<file path="src/design/swmm_pkg.sv">
// Shared constants and types for the sliding window min/max/mean block.
package swmm_pkg;

    // Width of the window length register and of the held-sample count.
    localparam int WLEN_BITS = 7;
    localparam logic [WLEN_BITS-1:0] WLEN_RESET = 7'd64;

    // Per-cycle commands that every cell of the sample chain obeys.
    typedef struct packed {
        logic shift;   // take a new beat in at the head, every cell moves one place back
        logic rotate;  // circular move toward the head, the head wraps to the tail
    } t_cell_ctrl;

endpackage

</file>
<file path="src/design/swmm_cell.sv">
// One storage cell of the sample chain, holding a single sample.
module swmm_cell
    import swmm_pkg::*;
#(
    parameter int SAMPLE_BITS = 16
) (
    input  logic                   i_clk,
    input  t_cell_ctrl             i_ctrl,
    input  logic [SAMPLE_BITS-1:0] i_shift_in,
    input  logic [SAMPLE_BITS-1:0] i_rot_in,
    output logic [SAMPLE_BITS-1:0] o_sample
);

    logic [SAMPLE_BITS-1:0] r_sample;
    logic [SAMPLE_BITS-1:0] n_sample;

    always_comb begin
        n_sample = r_sample;
        if (i_ctrl.shift) begin
            n_sample = i_shift_in;
        end else if (i_ctrl.rotate) begin
            n_sample = i_rot_in;
        end
    end

    always_ff @(posedge i_clk) begin
        r_sample <= n_sample;
    end

    assign o_sample = r_sample;

endmodule

</file>
<file path="src/design/swmm_div.sv">
// Restoring divider, one quotient bit per cycle, for the window mean.
module swmm_div
    import swmm_pkg::*;
#(
    parameter int Q_BITS = 16
) (
    input  logic                        i_clk,
    input  logic                        i_rst_n,
    input  logic                        i_start,
    input  logic [Q_BITS+WLEN_BITS-1:0] i_dividend,
    input  logic [WLEN_BITS-1:0]        i_divisor,
    output logic                        o_done,
    output logic [Q_BITS-1:0]           o_quotient
);

    localparam int CB = $clog2(Q_BITS + 1);
    localparam logic [CB-1:0] STEPS = CB'(Q_BITS);

    // The dividend is below divisor * 2**Q_BITS, so its upper bits already
    // form a valid partial remainder and only Q_BITS steps are needed.
    logic [WLEN_BITS-1:0] r_rem;
    logic [Q_BITS-1:0]    r_quo;
    logic [WLEN_BITS-1:0] r_div;
    logic [CB-1:0]        r_cnt;
    logic                 r_done;

    logic [WLEN_BITS:0] w_trial;
    logic [WLEN_BITS:0] w_diff;
    logic               w_ge;

    assign w_trial = {r_rem, r_quo[Q_BITS-1]};
    assign w_diff  = w_trial - {1'b0, r_div};
    assign w_ge    = (w_trial >= {1'b0, r_div});

    always_ff @(posedge i_clk) begin
        if (!i_rst_n) begin
            r_cnt  <= '0;
            r_done <= 1'b0;
        end else begin
            if (i_start) begin
                r_rem  <= i_dividend[Q_BITS+WLEN_BITS-1:Q_BITS];
                r_quo  <= i_dividend[Q_BITS-1:0];
                r_div  <= i_divisor;
                r_cnt  <= STEPS;
                r_done <= 1'b0;
            end else if (r_cnt != '0) begin
                r_rem  <= w_ge ? w_diff[WLEN_BITS-1:0] : w_trial[WLEN_BITS-1:0];
                r_quo  <= {r_quo[Q_BITS-2:0], w_ge};
                r_cnt  <= r_cnt - CB'(1);
                r_done <= (r_cnt == CB'(1));
            end else begin
                r_done <= 1'b0;
            end
        end
    end

    assign o_done     = r_done;
    assign o_quotient = r_quo;

endmodule

</file>
<file path="src/design/sliding_window_min_max_mean.sv">
// A sample is accepted only in the idle state: the block takes no new sample until the
// previous one has gone through one full rotation of the sample chain, the bit-per-cycle
// mean divider and the hand-over to the output register.
// A finished result waits in the output register, so the next sample is taken meanwhile.
// Reset (synchronous, active low) empties the window and sets the window length to 64;
// the sample cells themselves are not cleared and no clearing pass is needed.
module sliding_window_min_max_mean
    import swmm_pkg::*;
#(
    parameter int WINDOW_MAX  = 64,
    parameter int SAMPLE_BITS = 16
) (
    input  logic                   i_clk,
    input  logic                   i_rst_n,
    // Configuration port: window length.
    input  logic                   i_cfg_wr_en,
    input  logic [WLEN_BITS-1:0]   i_cfg_wr_data,
    // Sample input channel.
    input  logic                   i_in_valid,
    output logic                   o_in_stall,
    input  logic [SAMPLE_BITS-1:0] i_speed_sample,
    // Result output channel.
    output logic                   o_out_valid,
    input  logic                   i_out_stall,
    output logic [SAMPLE_BITS-1:0] o_window_minimum,
    output logic [SAMPLE_BITS-1:0] o_window_maximum,
    output logic [SAMPLE_BITS-1:0] o_window_mean,
    output logic [WLEN_BITS-1:0]   o_samples_held
);

    localparam int IDX_BITS = $clog2(WINDOW_MAX);
    localparam int SUM_BITS = SAMPLE_BITS + WLEN_BITS;
    localparam int KB       = (IDX_BITS > WLEN_BITS) ? IDX_BITS : WLEN_BITS;
    // The count can never exceed what the window length register can hold.
    localparam int WMAX_CLIP = (WINDOW_MAX > (2**WLEN_BITS - 1)) ? (2**WLEN_BITS - 1)
                                                                   : WINDOW_MAX;
    localparam logic [WLEN_BITS-1:0] WMAX_W = WLEN_BITS'(WMAX_CLIP);
    localparam logic [IDX_BITS-1:0]  K_LAST = IDX_BITS'(WINDOW_MAX - 1);

    typedef enum logic [2:0] {
        S_IDLE,
        S_SCAN,
        S_DIVGO,
        S_DIV,
        S_PUSH
    } t_state;

    t_state                 r_state;
    logic [WLEN_BITS-1:0]   r_window_length;
    logic [WLEN_BITS-1:0]   r_fill;
    logic [WLEN_BITS-1:0]   r_n;
    logic [IDX_BITS-1:0]    r_k;
    logic [SAMPLE_BITS-1:0] r_min;
    logic [SAMPLE_BITS-1:0] r_max;
    logic [SUM_BITS-1:0]    r_sum;
    logic                   r_out_valid;
    logic [SAMPLE_BITS-1:0] r_out_min;
    logic [SAMPLE_BITS-1:0] r_out_max;
    logic [SAMPLE_BITS-1:0] r_out_mean;
    logic [WLEN_BITS-1:0]   r_out_held;

    logic                   w_in_accept;
    logic                   w_out_accept;
    logic                   w_push;
    logic [WLEN_BITS-1:0]   w_eff_window;
    logic [WLEN_BITS-1:0]   w_clip;
    logic [WLEN_BITS-1:0]   n_fill;
    logic [SAMPLE_BITS-1:0] w_head;
    logic                   w_in_window;
    logic                   w_div_start;
    logic                   w_div_done;
    logic [SAMPLE_BITS-1:0] w_quotient;
    t_cell_ctrl             w_ctrl;
    logic [SAMPLE_BITS-1:0] w_cell_q [WINDOW_MAX];

    assign w_in_accept  = i_in_valid && !o_in_stall;
    assign w_out_accept = r_out_valid && !i_out_stall;
    // The finished result moves into the output register when that register
    // is free or is being emptied in the same cycle.
    assign w_push       = (r_state == S_PUSH) && (!r_out_valid || !i_out_stall);

    // A zero window length means one sample; lengths past the chain saturate.
    always_comb begin
        if (r_window_length == '0) begin
            w_eff_window = WLEN_BITS'(1);
        end else if (r_window_length > WMAX_W) begin
            w_eff_window = WMAX_W;
        end else begin
            w_eff_window = r_window_length;
        end
    end

    // A shortened window cuts the count first; the count then grows by one per
    // sample until it reaches the window length. Dropped samples never return.
    always_comb begin
        w_clip = (r_fill > w_eff_window) ? w_eff_window : r_fill;
        n_fill = (w_clip < w_eff_window) ? (w_clip + WLEN_BITS'(1)) : w_clip;
    end

    // The chain keeps the newest sample at the head. A new beat shifts every
    // cell one place back and drops the oldest. During the scan the chain
    // rotates toward the head once around, so the head shows the k-th newest
    // sample on scan cycle k and the chain ends up exactly where it began.
    always_comb begin
        w_ctrl.shift  = w_in_accept;
        w_ctrl.rotate = (r_state == S_SCAN);
    end

    for (genvar g = 0; g < WINDOW_MAX; g++) begin : g_cell
        swmm_cell #(
            .SAMPLE_BITS (SAMPLE_BITS)
        ) u_cell (
            .i_clk      (i_clk),
            .i_ctrl     (w_ctrl),
            .i_shift_in ((g == 0) ? i_speed_sample : w_cell_q[(g + WINDOW_MAX - 1) % WINDOW_MAX]),
            .i_rot_in   (w_cell_q[(g + 1) % WINDOW_MAX]),
            .o_sample   (w_cell_q[g])
        );
    end

    assign w_head      = w_cell_q[0];
    assign w_in_window = (KB'(r_k) < KB'(r_n));
    assign w_div_start = (r_state == S_DIVGO);

    // The mean is the sum over the held samples divided by their count.
    swmm_div #(
        .Q_BITS (SAMPLE_BITS)
    ) u_div (
        .i_clk      (i_clk),
        .i_rst_n    (i_rst_n),
        .i_start    (w_div_start),
        .i_dividend (r_sum),
        .i_divisor  (r_n),
        .o_done     (w_div_done),
        .o_quotient (w_quotient)
    );

    // Sequencer: accept, scan the chain, divide, then hand the result to the
    // output register as soon as that register is free or being emptied.
    always_ff @(posedge i_clk) begin
        if (!i_rst_n) begin
            r_state         <= S_IDLE;
            r_window_length <= WLEN_RESET;
            r_fill          <= '0;
            r_out_valid     <= 1'b0;
        end else begin
            if (i_cfg_wr_en) begin
                r_window_length <= i_cfg_wr_data;
            end
            if (w_push) begin
                r_out_valid <= 1'b1;
            end else if (w_out_accept) begin
                r_out_valid <= 1'b0;
            end
            unique case (r_state)
                S_IDLE: begin
                    if (w_in_accept) begin
                        r_fill  <= n_fill;
                        r_n     <= n_fill;
                        r_k     <= '0;
                        r_min   <= '1;
                        r_max   <= '0;
                        r_sum   <= '0;
                        r_state <= S_SCAN;
                    end
                end
                S_SCAN: begin
                    if (w_in_window) begin
                        if (w_head < r_min) begin
                            r_min <= w_head;
                        end
                        if (w_head > r_max) begin
                            r_max <= w_head;
                        end
                        r_sum <= r_sum + SUM_BITS'(w_head);
                    end
                    r_k <= r_k + IDX_BITS'(1);
                    if (r_k == K_LAST) begin
                        r_state <= S_DIVGO;
                    end
                end
                S_DIVGO: begin
                    r_state <= S_DIV;
                end
                S_DIV: begin
                    if (w_div_done) begin
                        r_state <= S_PUSH;
                    end
                end
                S_PUSH: begin
                    if (w_push) begin
                        r_out_min   <= r_min;
                        r_out_max   <= r_max;
                        r_out_mean  <= w_quotient;
                        r_out_held  <= r_n;
                        r_state     <= S_IDLE;
                    end
                end
                default: begin
                    r_state <= S_IDLE;
                end
            endcase
        end
    end

    assign o_in_stall       = (r_state != S_IDLE);
    assign o_out_valid      = r_out_valid;
    assign o_window_minimum = r_out_min;
    assign o_window_maximum = r_out_max;
    assign o_window_mean    = r_out_mean;
    assign o_samples_held   = r_out_held;

`ifndef NO_ASSERTIONS
    // Only one sample is ever in flight.
    a_one_in_flight : assert property (@(posedge i_clk) disable iff (!i_rst_n)
        w_in_accept |=> o_in_stall)
        else $error("input accepted while a sample is still being processed");

    // A result always covers at least one sample and never more than the chain holds.
    a_held_range : assert property (@(posedge i_clk) disable iff (!i_rst_n)
        r_out_valid |-> (r_out_held != '0) && (r_out_held <= WMAX_W))
        else $error("sample count of a result out of range");

    // The mean lies between the minimum and the maximum of the same window.
    a_stats_order : assert property (@(posedge i_clk) disable iff (!i_rst_n)
        r_out_valid |-> (r_out_min <= r_out_mean) && (r_out_mean <= r_out_max))
        else $error("minimum, mean and maximum out of order");

    // The divider finishes before the result is pushed out.
    a_div_before_push : assert property (@(posedge i_clk) disable iff (!i_rst_n)
        (r_state == S_DIV) && !w_div_done |=> (r_state == S_DIV))
        else $error("sequencer left the divide step before the quotient was ready");
`endif

endmodule

</file>
<file path="config.mk">
export PLATFORM = sky130hd
export DESIGN_NAME = sliding_window_min_max_mean
export DESIGN_NICKNAME = d
export VERILOG_FILES = /design/src/design/swmm_pkg.sv /design/src/design/swmm_cell.sv /design/src/design/swmm_div.sv /design/src/design/sliding_window_min_max_mean.sv
export SDC_FILE = /design/constraint.sdc
export NUM_CORES = 2
export LEC_CHECK = 0
export ABC_AREA = 1
export BUFFER_PORTS_ARGS = -buffer_cell sky130_fd_sc_hd__buf_2
export CAP_MARGIN = 40
export CORE_ASPECT_RATIO = 0.5
export CORE_MARGIN = 2
export CORE_UTILIZATION = 54
export CTS_BUF_LIST = sky130_fd_sc_hd__clkbuf_8
export DETAILED_ROUTE_END_ITERATION = 12
export GPL_ROUTABILITY_DRIVEN = 0
export PLACE_DENSITY_LB_ADDON = 0.3
export SLEW_MARGIN = 20
export SYNTH_ARGS = -nofsm -noshare
export SYNTH_HDL_FRONTEND = slang
export SYNTH_SLANG_ARGS = --single-unit
export TNS_END_PERCENT = 10
</file>
<file path="constraint.sdc">
create_clock -name i_clk -period 44.8 [get_ports i_clk]
set_input_delay 0 -clock i_clk [delete_from_list [all_inputs] [get_ports i_clk]]
set_output_delay 0 -clock i_clk [all_outputs]
set_load 0.02 [all_outputs]
</file>
## Word-level counts from Yosys, hierarchy flattened

Index checks and enable logic that the tools add are counted.

| word-level totals | value |
|---|---|
| output and inout port bits | 57 |
| word-level logic and storage cells | 296 |
| input port bits | 28 |
| register bits after elaboration | 1,201 |

| operators by class | value |
|---|---|
| mux-type cells | 159 |
| $lt $le $gt $ge | 7 |
| reductions and logical operators | 27 |
| equal/unequal tests | 13 |
| add/sub/neg operators | 5 |
| bitwise operators | 2 |

Operators by type and width:

| operator | number |
|---|---|
| $mux W16 | 136 |
| $pmux W16 S2 | 2 |
| $mux W7 | 7 |
| $mux W23 | 2 |
| $pmux W23 S2 | 1 |
| $add A23 B16 Y23 | 1 |
| $gt A16 B16 Y1 | 1 |
| $lt A16 B16 Y1 | 1 |
| $pmux W3 S5 | 1 |
| $mux W3 | 4 |
| $ne A2 B2 Y1 const B | 6 |
| $pmux W6 S2 | 1 |
| $mux W5 | 2 |
| $reduce_and A5 Y1 | 2 |
| $reduce_and A3 Y1 | 3 |
| $ge A8 B7 Y1 | 1 |
| $reduce_and A4 Y1 | 2 |
| $reduce_bool A2 Y1 | 4 |
| $add A7 B1 Y7 const B | 1 |
| $gt A7 B7 Y1 | 1 |
| $gt A7 B7 Y1 const B | 1 |
| $logic_not A7 Y1 | 1 |
| $lt A6 B7 Y1 | 1 |
| $lt A7 B7 Y1 | 1 |
| 21 further kinds | 30 |

## Longest topological paths before layout

| depth | value |
|---|---|
| depth in word-level cells | 7 |
| gate-level depth with buffers | 23 |
| mapped depth without buffers | 23 |

## Hierarchy

From an unflattened synthesis, not the netlist that was laid out.

| unflattened totals | value |
|---|---|
| cells, all modules | 5,407 |
| area, all modules | 56,161.4 um^2 |

Modules (own cells, without submodules):

| module | cells each | times used | sequential area each (um^2) | area an instance (um^2) |
|---|---|---|---|---|
| swmm_cell | 69 | 64 | 480.5 | 730.7 |
| sliding_window_min_max_mean | 764 | 1 | 4,053.9 | 7,437.1 |
| swmm_div | 227 | 1 | 1,021.0 | 1,959.4 |

## Worst setup path before layout

Ideal clock, no wire load.

| timing | value |
|---|---|
| path type | register to register |
| from | register r_state[2] |
| to | register r_max[0] (enable) |
| required time | 44.412 ns |
| buffers on the path | 1 |
| data arrival time | 24.932 ns |
| slack | 19.479 ns |
| stages on the path, launching flop included | 11 |
| library setup time | 0.388 ns |
| cell sequence | dfxtp_1 > nor2_1 > nand2_1 > nor2_2 > inv_2 > buf_2 > nand2_1 > nand2_1 > inv_1 > nand2_1 > nor2_1 |

| on the way | value |
|---|---|
| cells in the longest elaborated chain, start to end | 5 |
| elaborated cells between the ends (all ways) | 10 |
| those cells by class | eq/ne: 4; reduce/logical: 6 |

Ends and longest elaborated chain:

| what | line | RTL |
|---|---|---|
| start: declaration | sliding_window_min_max_mean.sv:48 | `t_state r_state;` |
| start signal: assignment | sliding_window_min_max_mean.sv:142 | `r_state <= S_IDLE;` |
| start signal: assignment | sliding_window_min_max_mean.sv:164 | `r_state <= S_SCAN;` |
| start signal: assignment | sliding_window_min_max_mean.sv:179 | `r_state <= S_DIVGO;` |
| $reduce_bool A3 Y1 | sliding_window_min_max_mean.sv:206 | `assign o_in_stall = (r_state != S_IDLE);` |
| net o_in_stall | sliding_window_min_max_mean.sv:20 | `output logic o_in_stall,` |
| $logic_not A1 Y1 | sliding_window_min_max_mean.sv:76 | `assign w_in_accept = i_in_valid && !o_in_stall;` |
| $logic_and A1 B1 Y1 | sliding_window_min_max_mean.sv:76 |  |
| $ne A2 B2 Y1 (no source line) | n/a |  |
| $reduce_and A5 Y1 (no source line) | n/a |  |
| end signal: assignment | sliding_window_min_max_mean.sv:173 | `r_max <= w_head;` |
| end: declaration | sliding_window_min_max_mean.sv:54 | `logic [SAMPLE_BITS-1:0] r_max;` |

The timed path passes the listed nets, and every way through them passes these cells.
A chain may end at the register's enable or synchronous reset.

## Worst setup path in the final report

| timing | value |
|---|---|
| from | register r_state[0] |
| to | register g_cell[31].u_cell.r_sample[15] (enable) |

| on the way | value |
|---|---|
| cells in the longest elaborated chain, start to end | 4 |
| elaborated cells between the ends (all ways) | 5 |
| those cells by class | eq/ne: 1; reduce/logical: 4 |

Ends and longest elaborated chain:

| what | line | RTL |
|---|---|---|
| $reduce_bool A3 Y1 | sliding_window_min_max_mean.sv:206 |  |
| $logic_not A1 Y1 | sliding_window_min_max_mean.sv:76 |  |
| $logic_and A1 B1 Y1 | sliding_window_min_max_mean.sv:76 |  |
| $reduce_bool A2 Y1 (no source line) * | n/a |  |
| end signal: assignment | swmm_cell.sv:27 | `r_sample <= n_sample;` |
| end: declaration | swmm_cell.sv:14 | `logic [SAMPLE_BITS-1:0] r_sample;` |

Every way passes the cells marked *; elsewhere a longest branch is shown, timed or not.

==> run_results.csv <==
group,metric,value,unit
global_route,antenna_found_initial,1,
floorplanning,die_area,99920,µm²
logic_synthesis,syn-cell-area,52520,µm²
clock_network,clock-sinks,1201,
clock_network,cts.htree.levels,4,
sta,setup_viol,0,
global_route,grt_pass1_vias,33020,
logic_synthesis,synth_edf_count,1177,
logic_synthesis,synth_ff_type,"edfxtp_1",
hold_path,hp-class,"in2reg",
cells_and_area,area_growth,9.982,%
sta,relSlewSlack,0.2023,
logic_synthesis,async_flop_share,0,
logic_synthesis,synth_top_area_frac,0.6730,
critical_path,crit_path_start_kind,"register",
floorplanning,die_width,445.0,µm
pwr,leakage,25.37,nW
global_route,grt-ovfl-total,0,
floorplanning,rows,80,
outcome,status,"complete, no violations",
clock_network,cts_buffers,167,
drt,wl_per_cell,14.59,µm
logic_synthesis,synth_cells,5234,
critical_path,reg2reg_depth,9,
sta,tns,0,ps
drt,dr.pass1.iters,6,
sta,rsz0062_at_grt,"no",
sta,hold_viol,0,
flow_run,drv_cap,0,
critical_path,crit_start,"r_state[0]",
critical_path,critPathArrivalTime,4550,ps
floorplanning,fp.dieH,224.5,µm
sta,period_minus_slack,4108,ps
logic_synthesis,yosysSeqAreaShare,0.6821,
drt,drtAntennaViolNets,0,
logic_synthesis,ys_top_cells_by_area,"edfxtp_1 67%, nand2_1 23%, ha_1 1.8%",
clock_network,clockBufferDepth,3,
clock_network,cts-root-buf,"clkbuf_8",
logic_synthesis,ys_ff_latch,1201,
pwr,powerDensity,81.90,nW/µm²
floorplanning,io_pins,85,
place,dp_hpwl,57.51,mm
pwr,peakVddDrop,0.06834,mV
global_route,grt_start_max_net_pins,276,
clock_network,cts_tree,"built",
logic_synthesis,synth_cell_types,48,
logic_synthesis,yosys_warnings,0,
critical_path,timing.rr.start,"r_state[0]",
drt,drtIter0Drc,3789,
clock_network,clk_latency,830,ps
global_route,grt_pass1_wl,162.7,mm
sta,finalMaxSlewViolations,0,
critical_path,path_max_fanout,187,
sta,finalCritPeriodShare,0.09169,
logic_synthesis,synth_top_cell_by_area,"edfxtp_1",
critical_path,rr_endpoint,"g_cell[31].u_cell.o_sample[15]",
drt,vias,35020,
logic_synthesis,syn_nets,5341,
cells_and_area,layout.nets,5469,
clock_network,ctsResizeCount,0,
global_route,track_usage,0.1960,
critical_path,ff2ff_setup_slack,40690,ps
sta,skew,35.90,ps
floorplanning,core_region_area,95890,µm²
cells_and_area,design_area,57760,µm²
cells_and_area,fillCellCount,7829,
place,io_buffers,84,
drt,drc,0,
drt,vias_per_cell,5.185,
floorplanning,start_util,0.5477,
logic_synthesis,avgSynthCellArea,10.03,µm²
critical_path,endpoint,"g_cell[31].u_cell.o_sample[15]",
critical_path,cp_data_required_time,45240,ps
place,placed_cell_area,53990,µm²
sta,tightest_slew,1196,ps
sta,max_freq,243.5,MHz
critical_path,crit_path_end_kind,"register",
critical_path,path_class,"reg2reg",
drt,wirelength,98.55,mm
cells_and_area,drive_above_1_share,0.06603,
clock_network,clkTransAtPathRegs,70,ps
[cells in the final DEF, fill, tap and decap left out, types with 23 or more instances in the layout]
master	instances
a21oi_1	79
buf_2	84
buf_4	23
clkbuf_8	177
clkinv_1	30
dfxtp_1	24
dlygate4sd3_1	67
edfxtp_1	1177
ha_1	77
inv_1	205
nand2_1	3186
nand3_1	30
nor2_1	83
o21ai_0	98
[cells by family after synthesis]
| kind of cell | after synthesis | synth area share |
|---|---|---|
| AND/OR/NAND/NOR | 3348 | 0.2430 |
| adder cells (fa/ha/maj) | 79 | 0.01911 |
| buffers and inverters | 383 | 0.03200 |
| AO/OA/AOI/OAI | 215 | 0.02242 |
| flip-flops | 1201 | 0.6821 |
| XOR/XNOR | 8 | 0.001334 |
[cell type report]
cell class                 count  area (µm²)  share of cell area
antenna                        1       2.502          0.00004332
clock inverter               112       469.2            0.008123
inverter                     142       540.5            0.009358
sequential                  1201       35820              0.6202
multi-input combinational   3650       15040              0.2603
tap                         1271        1590             0.02753
clock buffer                 177        2436             0.04217
timing repair buffer         200        1861             0.03221
[metrics by stage]
stage | hold slack [ps] | utilization | power, W | setup WS (ps) | instances
after floorplan | 100.4 | - | 0.004148 | 19480 | 5234
after CTS | 18.94 | 0.6003 | 0.004748 | 40490 | 6746
after global routing | 128.3 | 0.6024 | 0.005096 | 40530 | 6754
final | 135.8 | 0.6024 | 0.004731 | 40690 | 6754
after global placement | 205.4 | 0.5601 | 0.003842 | 39780 | 6377
after detailed placement | 228.9 | 0.5630 | 0.003956 | 40480 | 6390
[critical path, cell delays in order (launching register included)]
cell     delay [ps]
dfxtp_1         350
nor2_1          150
nand2_1         140
nor2_4          260
inv_8           120
nand2_4         360
buf_12          620
buf_4           380
buf_16          300
buf_4           630
[worst min-delay path by stage]
stage | slack (ps) | cells past startpoint | end | startpoint
2_1_floorplan | 100 | 1 | r_window_length[6] | i_cfg_wr_en
3_3_place_gp | 210 | 3 | r_window_length[6] | i_cfg_wr_data[6]
4_1_cts | 20 | 4 | g_cell[0].u_cell.o_sample[3] | i_speed_sample[3]
5_1_grt | 130 | 4 | u_div.r_cnt[4] | i_rst_n
6_report | 140 | 4 | r_state[0] | i_in_valid
3_5_place_dp | 230 | 3 | r_window_length[6] | i_cfg_wr_data[6]
[cells in the mapped netlist (6+ instances only)]
cell and n:
nand2_2 11, a21oi_1 80, nor2_1 84, o21ai_0 98, nand2_1 3187, ha_1 77, o21ai_1 6, clkbuf_1 73
edfxtp_1 1177, nand4_1 6, nand3_1 30, inv_1 138, dfxtp_1 24, nor3_1 11, buf_2 163
[sequential cells by signal, indices dropped and copies added, names as in the netlist, 3 cells and up]
signal	flops
r_max	16
o_window_mean	16
r_sum	23
r_min	16
r_state	3
o_window_maximum	16
r_window_length	7
u_div.r_rem	7
u_div.r_cnt	5
g_cell.u_cell.o_sample	1024
o_samples_held	7
u_div.r_div	7
r_k	6
r_n	7
r_fill	7
u_div.o_quotient	16
o_window_minimum	16
[per-layer routing]
layer  GRT usage  vias up  share of wire  wire, µm
li1            -    17310              -         -
met1      0.2933    16580           0.48     47150
met2      0.2865      973           0.44     43800
met3     0.03764      160          0.057      5625
met4     0.07239        0          0.020      1978
met5           0        -              0         0
[power by group]
| group | total (W) | internal [W] | switching [W] |
|---|---|---|---|
| combinational | 0.00148 | 0.000453 | 0.00103 |
| clock | 0.000770 | 0.000363 | 0.000407 |
| sequential | 0.00248 | 0.00217 | 0.000309 |
| total | 0.00473 | 0.00299 | 0.00174 |
[what timing repair did]
action	in CTS	in global routing
endpoints found under the hold margin	52	0
hold buffers	67	0
setup buffers	0	0
Note: power is estimated with default switching activity, not from simulation.
